File: src/design/csjr_pkg.sv
// ----------------------------------------------------------------------------
// csjr_pkg: shared types and constants of the CAN slave job reassembler
// Field widths, event codes, register indexes and the state record.
// ----------------------------------------------------------------------------
package csjr_pkg;

  localparam int unsigned ID_W      = 29;
  localparam int unsigned DLC_W     = 4;
  localparam int unsigned DATA_W    = 64;
  localparam int unsigned ADDR_W    = 48;
  localparam int unsigned CHUNK_W   = 56;
  localparam int unsigned CNT_W     = 3;
  localparam int unsigned NUM_W     = 8;
  localparam int unsigned TOTAL_W   = 8;
  localparam int unsigned EVENT_W   = 4;
  localparam int unsigned HELLO_W   = 16;
  localparam int unsigned JOBT_W    = 20;
  localparam int unsigned JOBLEN_W  = 8;
  localparam int unsigned CFG_IDX_W = 3;
  localparam int unsigned CFG_DAT_W = 48;

  localparam logic [DLC_W-1:0]   DLC_MAX    = 4'd8;
  localparam logic [DLC_W-1:0]   DLC_ASSIGN = 4'd7;
  localparam logic [7:0]         SEQ_FIRST  = 8'h00;
  localparam logic [7:0]         SEQ_LAST   = 8'hFF;

  localparam logic [HELLO_W-1:0]  HELLO_PERIOD_RST = 16'd1000;
  localparam logic [JOBT_W-1:0]   JOB_TIMEOUT_RST  = 20'd10000;
  localparam logic [JOBLEN_W-1:0] JOB_LENGTH_RST   = 8'd86;

  typedef enum logic [EVENT_W-1:0] {
    EV_NONE        = 4'd0,
    EV_HELLO       = 4'd1,
    EV_BOOT_RENEG  = 4'd2,
    EV_ASSIGNED    = 4'd3,
    EV_TIMEOUT     = 4'd4,
    EV_SETTINGS    = 4'd5,
    EV_JOB_START   = 4'd6,
    EV_JOB_MIDDLE  = 4'd7,
    EV_JOB_OK      = 4'd8,
    EV_JOB_BAD_LEN = 4'd9,
    EV_OVERFLOW    = 4'd10
  } csjr_event_t;

  typedef enum logic [CFG_IDX_W-1:0] {
    CFG_STATION_ADDRESS = 3'd0,
    CFG_BOOT_FRAME_ID   = 3'd1,
    CFG_ASSIGN_FRAME_ID = 3'd2,
    CFG_SETTINGS_BASE   = 3'd3,
    CFG_JOB_BASE        = 3'd4,
    CFG_HELLO_PERIOD    = 3'd5,
    CFG_JOB_TIMEOUT     = 3'd6,
    CFG_JOB_LENGTH      = 3'd7
  } csjr_cfg_idx_t;

  typedef struct packed {
    logic [ADDR_W-1:0]   station_address;
    logic [ID_W-1:0]     boot_frame_id;
    logic [ID_W-1:0]     assign_frame_id;
    logic [ID_W-1:0]     settings_id_base;
    logic [ID_W-1:0]     job_id_base;
    logic [HELLO_W-1:0]  hello_period;
    logic [JOBT_W-1:0]   job_timeout;
    logic [JOBLEN_W-1:0] job_length;
  } csjr_cfg_t;

  typedef struct packed {
    logic                is_assigned;
    logic [NUM_W-1:0]    own_number;
    logic                in_job;
    logic [TOTAL_W-1:0]  gathered_bytes;
    logic [HELLO_W-1:0]  since_hello;
    logic [JOBT_W-1:0]   since_job;
  } csjr_state_t;

  typedef struct packed {
    logic                mode;
    logic [ID_W-1:0]     frame_id;
    logic [DLC_W-1:0]    frame_length;
    logic [DATA_W-1:0]   frame_data;
  } csjr_item_t;

  typedef struct packed {
    csjr_event_t         event_res;
    logic [NUM_W-1:0]    slave_number;
    logic [CHUNK_W-1:0]  chunk_bytes;
    logic [CNT_W-1:0]    chunk_count;
    logic                dropped_partial;
    logic [TOTAL_W-1:0]  job_total;
  } csjr_result_t;

endpackage

File: src/design/csjr_if.sv
// ----------------------------------------------------------------------------
// csjr_if: valid/ready channels of the CAN slave job reassembler
// One interface for received items, one for result items.
// ----------------------------------------------------------------------------
interface csjr_in_if;
  import csjr_pkg::*;

  logic              valid;
  logic              ready;
  logic              mode;
  logic [ID_W-1:0]   frame_id;
  logic [DLC_W-1:0]  frame_length;
  logic [DATA_W-1:0] frame_data;

  modport source (output valid, mode, frame_id, frame_length, frame_data, input ready);
  modport sink   (input valid, mode, frame_id, frame_length, frame_data, output ready);
endinterface

interface csjr_out_if;
  import csjr_pkg::*;

  logic                valid;
  logic                ready;
  logic [EVENT_W-1:0]  event_res;
  logic [NUM_W-1:0]    slave_number;
  logic [CHUNK_W-1:0]  chunk_bytes;
  logic [CNT_W-1:0]    chunk_count;
  logic                dropped_partial;
  logic [TOTAL_W-1:0]  job_total;

  modport source (output valid, event_res, slave_number, chunk_bytes, chunk_count,
                  dropped_partial, job_total, input ready);
  modport sink   (input valid, event_res, slave_number, chunk_bytes, chunk_count,
                  dropped_partial, job_total, output ready);
endinterface

File: src/design/csjr_step.sv
// ----------------------------------------------------------------------------
// csjr_step: next-state and result logic for one item
// Negotiation, timeout and job deframing decisions for one frame or tick.
// ----------------------------------------------------------------------------
module csjr_step #(
  parameter int unsigned BUFFER_BYTES = 128
) (
  input  csjr_pkg::csjr_item_t   item,
  input  csjr_pkg::csjr_state_t  st,
  input  csjr_pkg::csjr_cfg_t    cfg,
  output csjr_pkg::csjr_state_t  st_nxt,
  output csjr_pkg::csjr_result_t res
);
  import csjr_pkg::*;

  logic [DLC_W-1:0]   len_c;
  logic [CNT_W-1:0]   dlen;
  logic [7:0]         seq;
  logic [ID_W-1:0]    settings_id;
  logic [ID_W-1:0]    job_id;
  logic [TOTAL_W-1:0] base;
  logic [TOTAL_W:0]   sum;
  logic [CNT_W-1:0]   cnt;
  logic [CHUNK_W-1:0] mask;
  csjr_event_t        ev;
  logic               dropped;

  assign len_c       = (item.frame_length > DLC_MAX) ? DLC_MAX : item.frame_length;
  assign dlen        = CNT_W'(len_c - 4'd1);
  assign seq         = item.frame_data[7:0];
  assign settings_id = cfg.settings_id_base | {{(ID_W-NUM_W){1'b0}}, st.own_number};
  assign job_id      = cfg.job_id_base | {{(ID_W-NUM_W){1'b0}}, st.own_number};
  // A first chunk restarts the byte count before the buffer check.
  assign base        = (seq == SEQ_FIRST) ? '0 : st.gathered_bytes;
  assign sum         = {1'b0, base} + {{(TOTAL_W+1-CNT_W){1'b0}}, dlen};

  always_comb begin
    st_nxt  = st;
    ev      = EV_NONE;
    cnt     = '0;
    dropped = 1'b0;
    if (item.mode) begin
      if (st.since_hello != '1) st_nxt.since_hello = st.since_hello + 1'b1;
      if (st.since_job != '1)   st_nxt.since_job   = st.since_job + 1'b1;
      if (!st.is_assigned && st_nxt.since_hello >= cfg.hello_period) begin
        ev                 = EV_HELLO;
        st_nxt.since_hello = '0;
      end
    end else if (item.frame_id == cfg.boot_frame_id) begin
      st_nxt.is_assigned    = 1'b0;
      st_nxt.own_number     = '0;
      st_nxt.in_job         = 1'b0;
      st_nxt.gathered_bytes = '0;
      st_nxt.since_hello    = '1;
      ev                    = EV_BOOT_RENEG;
    end else if (item.frame_id == cfg.assign_frame_id && len_c == DLC_ASSIGN) begin
      if (item.frame_data[ADDR_W-1:0] == cfg.station_address) begin
        st_nxt.own_number  = item.frame_data[ADDR_W+:NUM_W];
        st_nxt.is_assigned = 1'b1;
        st_nxt.since_job   = '0;
        ev                 = EV_ASSIGNED;
      end
    end else if (!st.is_assigned) begin
      ev = EV_NONE;
    end else if (st.since_job >= cfg.job_timeout) begin
      st_nxt.is_assigned    = 1'b0;
      st_nxt.own_number     = '0;
      st_nxt.in_job         = 1'b0;
      st_nxt.gathered_bytes = '0;
      st_nxt.since_hello    = '1;
      ev                    = EV_TIMEOUT;
    end else if (item.frame_id == settings_id) begin
      if (len_c >= 4'd2 && seq == SEQ_LAST) begin
        ev  = EV_SETTINGS;
        cnt = dlen;
      end
    end else if (item.frame_id == job_id && len_c != '0) begin
      if (seq == SEQ_FIRST || st.in_job) begin
        if (sum > (TOTAL_W+1)'(BUFFER_BYTES)) begin
          st_nxt.in_job         = 1'b0;
          st_nxt.gathered_bytes = base;
          ev                    = EV_OVERFLOW;
        end else begin
          st_nxt.gathered_bytes = sum[TOTAL_W-1:0];
          cnt                   = dlen;
          if (seq == SEQ_LAST) begin
            st_nxt.in_job    = 1'b0;
            st_nxt.since_job = '0;
            ev = (sum[TOTAL_W-1:0] == cfg.job_length) ? EV_JOB_OK : EV_JOB_BAD_LEN;
          end else if (seq == SEQ_FIRST) begin
            st_nxt.in_job = 1'b1;
            dropped       = st.in_job;
            ev            = EV_JOB_START;
          end else begin
            ev = EV_JOB_MIDDLE;
          end
        end
      end
    end
  end

  // Keep only the first cnt bytes after the sequence byte.
  always_comb begin
    for (int k = 0; k < CHUNK_W/8; k++) begin
      mask[8*k +: 8] = {8{CNT_W'(k) < cnt}};
    end
  end

  assign res.event_res       = ev;
  assign res.slave_number    = st_nxt.own_number;
  assign res.chunk_bytes     = item.frame_data[DATA_W-1:8] & mask;
  assign res.chunk_count     = cnt;
  assign res.dropped_partial = dropped;
  assign res.job_total       = st_nxt.gathered_bytes;

endmodule

File: src/design/can_slave_job_reassembler_core.sv
// ----------------------------------------------------------------------------
// can_slave_job_reassembler_core: CAN slave negotiation and job deframing
// Takes received frames and millisecond ticks, tracks slave assignment and
// job timeout, and streams reassembled job chunks as result transfers.
// ----------------------------------------------------------------------------
//
//   Channel   Direction  Handshake      Carries
//   in_chan   sink       valid/ready    mode, frame_id, frame_length, frame_data
//   out_chan  source     valid/ready    event, slave number, chunk, job total
//   cfg_*     input      write enable   eight registers, index 0 to 7
//
// Every item yields exactly one result transfer, after passing through the
// input register and then the result register. The block sustains one item
// per cycle while the result is not stalled; the combinational state update
// in csjr_step allows that rate. A stalled result holds the result register,
// and the input register takes a new item only when it can move on, so
// nothing is dropped. Reset (rst_n low, synchronous) clears both valid flags
// and returns the slave state and configuration registers to reset values.
//
module can_slave_job_reassembler_core #(
  parameter int unsigned BUFFER_BYTES = 128
) (
  input  logic                           clk,
  input  logic                           rst_n,
  csjr_in_if.sink                        in_chan,
  csjr_out_if.source                     out_chan,
  input  logic                           cfg_we,
  input  logic [csjr_pkg::CFG_IDX_W-1:0] cfg_index,
  input  logic [csjr_pkg::CFG_DAT_W-1:0] cfg_wdata
);
  import csjr_pkg::*;

  // Configuration registers; the user must write them only while the block is idle, the block does not enforce it.
  csjr_cfg_t    cfg_r;

  // Input register stage.
  logic         in_v_r;
  csjr_item_t   item_r;

  // Slave state and the result register.
  csjr_state_t  st_r;
  csjr_state_t  st_nxt;
  logic         out_v_r;
  csjr_result_t res_r;
  csjr_result_t res_nxt;

  logic         adv;
  logic         in_take;

  // The item in the input register moves on when the result register is
  // free or is being emptied in this cycle.
  assign adv     = in_v_r && (!out_v_r || out_chan.ready);
  assign in_take = in_chan.valid && in_chan.ready;

  assign in_chan.ready = !in_v_r || adv;

  always_ff @(posedge clk) begin
    if (!rst_n) begin
      cfg_r.station_address  <= '0;
      cfg_r.boot_frame_id    <= '0;
      cfg_r.assign_frame_id  <= '0;
      cfg_r.settings_id_base <= '0;
      cfg_r.job_id_base      <= '0;
      cfg_r.hello_period     <= HELLO_PERIOD_RST;
      cfg_r.job_timeout      <= JOB_TIMEOUT_RST;
      cfg_r.job_length       <= JOB_LENGTH_RST;
    end else if (cfg_we) begin
      unique case (csjr_cfg_idx_t'(cfg_index))
        CFG_STATION_ADDRESS: cfg_r.station_address  <= cfg_wdata[ADDR_W-1:0];
        CFG_BOOT_FRAME_ID:   cfg_r.boot_frame_id    <= cfg_wdata[ID_W-1:0];
        CFG_ASSIGN_FRAME_ID: cfg_r.assign_frame_id  <= cfg_wdata[ID_W-1:0];
        CFG_SETTINGS_BASE:   cfg_r.settings_id_base <= cfg_wdata[ID_W-1:0];
        CFG_JOB_BASE:        cfg_r.job_id_base      <= cfg_wdata[ID_W-1:0];
        CFG_HELLO_PERIOD:    cfg_r.hello_period     <= cfg_wdata[HELLO_W-1:0];
        CFG_JOB_TIMEOUT:     cfg_r.job_timeout      <= cfg_wdata[JOBT_W-1:0];
        CFG_JOB_LENGTH:      cfg_r.job_length       <= cfg_wdata[JOBLEN_W-1:0];
        default:             cfg_r                  <= cfg_r;
      endcase
    end
  end

  // Input register: the valid flag is control state, the item is payload.
  always_ff @(posedge clk) begin
    if (!rst_n) begin
      in_v_r <= 1'b0;
    end else if (in_chan.ready) begin
      in_v_r <= in_take;
    end
  end

  always_ff @(posedge clk) begin
    if (in_take) begin
      item_r.mode         <= in_chan.mode;
      item_r.frame_id     <= in_chan.frame_id;
      item_r.frame_length <= in_chan.frame_length;
      item_r.frame_data   <= in_chan.frame_data;
    end
  end

  csjr_step #(
    .BUFFER_BYTES (BUFFER_BYTES)
  ) u_step (
    .item   (item_r),
    .st     (st_r),
    .cfg    (cfg_r),
    .st_nxt (st_nxt),
    .res    (res_nxt)
  );

  // Slave state advances exactly once per item, when it enters the result
  // register; since_hello starts saturated so the first tick requests hello.
  always_ff @(posedge clk) begin
    if (!rst_n) begin
      st_r.is_assigned    <= 1'b0;
      st_r.own_number     <= '0;
      st_r.in_job         <= 1'b0;
      st_r.gathered_bytes <= '0;
      st_r.since_hello    <= '1;
      st_r.since_job      <= '0;
      out_v_r             <= 1'b0;
    end else if (adv) begin
      st_r    <= st_nxt;
      out_v_r <= 1'b1;
    end else if (out_chan.ready) begin
      out_v_r <= 1'b0;
    end
  end

  always_ff @(posedge clk) begin
    if (adv) begin
      res_r <= res_nxt;
    end
  end

  assign out_chan.valid           = out_v_r;
  assign out_chan.event_res       = res_r.event_res;
  assign out_chan.slave_number    = res_r.slave_number;
  assign out_chan.chunk_bytes     = res_r.chunk_bytes;
  assign out_chan.chunk_count     = res_r.chunk_count;
  assign out_chan.dropped_partial = res_r.dropped_partial;
  assign out_chan.job_total       = res_r.job_total;

endmodule
File: src/flat_wrapper.sv
// flat-port wrapper written by rule: the top's interface ports become plain ports
module can_slave_job_reassembler_core_flat import csjr_pkg::*;
#(
  parameter int unsigned BUFFER_BYTES = 128
)
  (clk, rst_n, cfg_we, cfg_index, cfg_wdata, in_chan_valid, in_chan_mode, in_chan_frame_id, in_chan_frame_length, in_chan_frame_data, in_chan_ready, out_chan_valid, out_chan_event_res, out_chan_slave_number, out_chan_chunk_bytes, out_chan_chunk_count, out_chan_dropped_partial, out_chan_job_total, out_chan_ready);
  csjr_in_if in_chan_i ();
  csjr_out_if out_chan_i ();
  input  logic clk;
  input  logic rst_n;
  input  logic cfg_we;
  input  logic [csjr_pkg::CFG_IDX_W-1:0] cfg_index;
  input  logic [csjr_pkg::CFG_DAT_W-1:0] cfg_wdata;
  input wire logic [$bits(in_chan_i.valid)-1:0] in_chan_valid;
  input wire logic [$bits(in_chan_i.mode)-1:0] in_chan_mode;
  input wire logic [$bits(in_chan_i.frame_id)-1:0] in_chan_frame_id;
  input wire logic [$bits(in_chan_i.frame_length)-1:0] in_chan_frame_length;
  input wire logic [$bits(in_chan_i.frame_data)-1:0] in_chan_frame_data;
  output wire logic [$bits(in_chan_i.ready)-1:0] in_chan_ready;
  output wire logic [$bits(out_chan_i.valid)-1:0] out_chan_valid;
  output wire logic [$bits(out_chan_i.event_res)-1:0] out_chan_event_res;
  output wire logic [$bits(out_chan_i.slave_number)-1:0] out_chan_slave_number;
  output wire logic [$bits(out_chan_i.chunk_bytes)-1:0] out_chan_chunk_bytes;
  output wire logic [$bits(out_chan_i.chunk_count)-1:0] out_chan_chunk_count;
  output wire logic [$bits(out_chan_i.dropped_partial)-1:0] out_chan_dropped_partial;
  output wire logic [$bits(out_chan_i.job_total)-1:0] out_chan_job_total;
  input wire logic [$bits(out_chan_i.ready)-1:0] out_chan_ready;
  assign in_chan_i.valid = in_chan_valid;
  assign in_chan_i.mode = in_chan_mode;
  assign in_chan_i.frame_id = in_chan_frame_id;
  assign in_chan_i.frame_length = in_chan_frame_length;
  assign in_chan_i.frame_data = in_chan_frame_data;
  assign in_chan_ready = in_chan_i.ready;
  assign out_chan_valid = out_chan_i.valid;
  assign out_chan_event_res = out_chan_i.event_res;
  assign out_chan_slave_number = out_chan_i.slave_number;
  assign out_chan_chunk_bytes = out_chan_i.chunk_bytes;
  assign out_chan_chunk_count = out_chan_i.chunk_count;
  assign out_chan_dropped_partial = out_chan_i.dropped_partial;
  assign out_chan_job_total = out_chan_i.job_total;
  assign out_chan_i.ready = out_chan_ready;
  can_slave_job_reassembler_core #(.BUFFER_BYTES(BUFFER_BYTES)) u_core (.clk(clk), .rst_n(rst_n), .in_chan(in_chan_i), .out_chan(out_chan_i), .cfg_we(cfg_we), .cfg_index(cfg_index), .cfg_wdata(cfg_wdata));
endmodule
File: config.mk
export PLATFORM = sky130hd
export DESIGN_NAME = can_slave_job_reassembler_core_flat
export DESIGN_NICKNAME = d
export VERILOG_FILES = /design/src/design/csjr_pkg.sv /design/src/design/csjr_if.sv /design/src/design/csjr_step.sv /design/src/design/can_slave_job_reassembler_core.sv /design/src/flat_wrapper.sv
export SDC_FILE = /design/constraint.sdc
export NUM_CORES = 1
export LEC_CHECK = 0
export BUFFER_PORTS_ARGS = -buffer_cell sky130_fd_sc_hd__buf_4
export CORE_ASPECT_RATIO = 1.1
export CORE_UTILIZATION = 30
export CTS_CLUSTER_SIZE = 40
export DETAILED_ROUTE_END_ITERATION = 6
export HOLD_SLACK_MARGIN = 0.03
export PLACE_DENSITY = 0.55
export SETUP_SLACK_MARGIN = 0.02
export SYNTH_ARGS = -nofsm -noshare
export SYNTH_HDL_FRONTEND = slang
export SYNTH_HIERARCHICAL = 1
export SYNTH_SLANG_ARGS = --single-unit
export TNS_END_PERCENT = 100
File: constraint.sdc
create_clock -name clk -period 12.2 [get_ports clk]
set_input_delay 1.22 -clock clk [delete_from_list [all_inputs] [get_ports clk]]
set_output_delay 1.22 -clock clk [all_outputs]
set_load 0.02 [all_outputs]
==> flow_metrics.env <==
export IMPL_synth_avg_cell_area_sq_um=9.960
export IMPL_drc=10
export IMPL_grt_overflow=0
export IMPL_ys_types=71
export IMPL_rows=98
export IMPL_finalSetupViolCount=0
export IMPL_start_util=0.3048
export IMPL_async_flop_share=0
export IMPL_r2r_end="u_core/st_r[26]"
export IMPL_gp_congestion=0.8535
export IMPL_yosysWarnings=6
export IMPL_ys_seq_area_frac=0.5336
export IMPL_grt_pass1_vias=14690
export IMPL_grt_max_degree=128
export IMPL_clock_latency_ns=0.61
export IMPL_io_pins=236
export IMPL_synth_edf_count=178
export IMPL_ff2ff_path_depth=16
export IMPL_fin_ws_ns=6.929
export IMPL_core_sq_um=65360
export IMPL_vdd_ir_drop_max_mv=0.09393
export IMPL_grt_pass1_wl_mm=90.74
export IMPL_hold_viol=0
export IMPL_drtAntennaViolNets=0
export IMPL_avgRoutedWirePerCell_microns=19.84
export IMPL_area_growth_pct=20.81
export IMPL_cts_resized=0
export IMPL_drt_iter0_drc=935
export IMPL_layout_nets=2376
export IMPL_min_path_type="reg2reg"
export IMPL_die_h_microns=272.3
export IMPL_routed_via_count=15170
export IMPL_via_per_inst=4.937
export IMPL_required_ns=12.67
export IMPL_ctsHoldBuffers=0
export IMPL_firstDrtPassIters=7
export IMPL_slew_viol_final=0
export IMPL_cts_inserted_buffers=50
export IMPL_final_setup_tns_ns=0
export IMPL_reg2reg_from="u_core/st_r[23]"
export IMPL_pre_cts_slack_ns=7.018
export IMPL_cts_sinks=442
export IMPL_critPathKind="reg2reg"
export IMPL_die_x_microns=247.7
export IMPL_p_per_area_nw_per_um2=143.3
export IMPL_start_kind="register"
export IMPL_hold_end="u_core/cfg_r[51]"
export IMPL_die_area_sq_um=67440
export IMPL_antenna_found_initial=4
export IMPL_cts_htree_levels=2
export IMPL_timing_slew_headroom=0.1932
export IMPL_fmax_mhz=189.7
export IMPL_clock_path_buffers=3
export IMPL_leakage_nw=9.325
export IMPL_drt_total_wl_mm=60.96
export IMPL_skew_ns=0.03022
export IMPL_cts_root_buf="clkbuf_16"
export IMPL_critPathCaptureType="register"
export IMPL_clk_pin_slew_ns=0.06
export IMPL_syn_num_nets=2198
export IMPL_cts_setup_buffers=0
export IMPL_drive_gt1_frac=0.1640
export IMPL_rsz0062_at_grt="false"
export IMPL_hold_start="u_core/cfg_r[51]"
export IMPL_period_share=0.4320
export IMPL_synth_ff_type="dfxtp_1"
export IMPL_final_util=0.3682
export IMPL_rrSetupSlack_ns=6.93
export IMPL_synthCells=2000
export IMPL_ys_ff_latch=442
export IMPL_io_buffers=235
export IMPL_arrival_ns=5.74
export IMPL_grt_usage=0.1783
export IMPL_cts_tree="built"
export IMPL_synth_area_sq_um=19920
export IMPL_drv_cap=0
export IMPL_max_slew_worst_pin_slew_ns=1.202
export IMPL_holdPathStages=2
export IMPL_outcome="finished with violations"
export IMPL_hpwl_mm=44.24
export IMPL_cp_max_fo=9
export IMPL_violations="DRC"
export IMPL_fin_crit_ns=5.271
-- metrics by stage --
step | instance area (sq um) | power [W] | hold slack (ns) | cells
floorplan | 19920 | 0.001813 | 0.4335 | 2000
global route | 24070 | 0.003576 | 0.4772 | 3073
CTS | 24060 | 0.003491 | 0.4625 | 3069
finish | 24070 | 0.003448 | 0.4602 | 3073
global placement | 22360 | 0.001939 | 0.4501 | 2976
detailed placement | 22360 | 0.001944 | 0.4543 | 2976
-- cell families after synthesis --
| logic type | count (synthesis) | synth area share |
|---|---|---|
| AND/OR/NAND/NOR | 685 | 0.1729 |
| flip-flops | 442 | 0.5336 |
| AO/OA/AOI/OAI | 377 | 0.1104 |
| buffers and inverters | 207 | 0.04347 |
| XOR/XNOR | 185 | 0.08134 |
| multiplexers | 60 | 0.03034 |
| adder cells (fa/ha/maj) | 44 | 0.02801 |
-- critical path, stage by stage, from the launching register on --
cell and delay, ns:
dfxtp_1 0.48, nand4_1 0.28, nor4_1 0.87, nand3_1 0.50, nand2b_1 0.37, nor3_1 0.10
xnor2_1 0.21, ha_1 0.29, a21o_1 0.17, a21o_1 0.18, a21o_1 0.17, a21oi_1 0.39
nand2_1 0.37, o21ai_0 0.28, o21a_1 0.15, inv_1 0.03, o311ai_0 0.30
-- worst max-delay path by stage --
stage          slack [ns]                         endpoint  cells past startpoint               from
2_1_floorplan        7.80                 u_core/item_r[0]                      4     out_chan_ready
3_3_place_gp         7.08  u_core/out_chan.chunk_bytes[18]                     12  u_core/item_r[67]
5_1_grt              6.46                  u_core/st_r[26]                     16    u_core/st_r[23]
6_report             6.93                  u_core/st_r[26]                     16    u_core/st_r[23]
4_1_cts              6.98  u_core/out_chan.chunk_bytes[16]                     12  u_core/item_r[67]
3_5_place_dp         7.02  u_core/out_chan.chunk_bytes[16]                     12  u_core/item_r[67]
-- placed cells by master, fill, tap and decap left out, drive strengths merged, types with 5 or more instances in the layout --
cell type,instances
o21ai,265
dfxtp,264
buf,253
nand3,223
nand2,191
edfxtp,178
xor2,130
inv,81
clkbuf,66
mux2i,57
xnor2,55
nor2,52
and2,46
ha,43
nand4,40
nor4,38
a21oi,29
nor3,23
clkinv,21
o311ai,16
and3,13
a21o,13
nand2b,12
or3,11
o21a,8
o22ai,8
or2,8
bufinv,5
-- registers in the layout, indices dropped and copies added, names as in the netlist --
register,flops
u_core/cfg_r,208
u_core/in_v_r,1
u_core/item_r,98
u_core/out_chan.chunk_bytes,56
u_core/out_chan.chunk_count,3
u_core/out_chan.dropped_partial,1
u_core/out_chan.event_res,4
u_core/out_chan.job_total,8
u_core/out_chan.slave_number,8
u_core/out_chan.valid,1
u_core/st_r,54
-- synthesized netlist by cell type (51+ instances only) --
cell,instances,share of area
nand3_1,223,0.056
o21ai_1,73,0.018
xor2_1,130,0.057
edfxtp_1,178,0.27
inv_1,80,0.015
o21ai_0,192,0.048
clkbuf_1,88,0.017
nand2_1,191,0.036
xnor2_1,55,0.024
dfxtp_1,264,0.27
mux2i_1,57,0.029
nor2_1,51,0.0096
-- cell type report --
type                       instances  area, sq um
antenna                            4        10.01
fill                            6475        41290
inverter                          80        300.3
sequential                       442        10630
clock buffer                      66         1371
clock inverter                    27        322.8
tap                              850         1064
multi-input combinational       1351         8461
timing repair buffer             253         1907
-- power by group --
| part | internal (W) | leakage [nW] | switching, W |
|---|---|---|---|
| Combinational | 0.000112 | 4.57 | 0.000175 |
| Sequential | 0.00158 | 3.92 | 0.0000400 |
| Clock | 0.000904 | 0.833 | 0.000633 |
| Total | 0.00260 | 9.32 | 0.000848 |
-- metal layers --
metal	GRT usage	vias up	part of all wire
li1	-	7460	-
met1	0.2281	7322	0.44
met2	0.3076	316	0.49
met3	0.02296	74	0.034
met4	0.05925	0	0.028
met5	0	-	0
(Power assumes the default switching activity.)
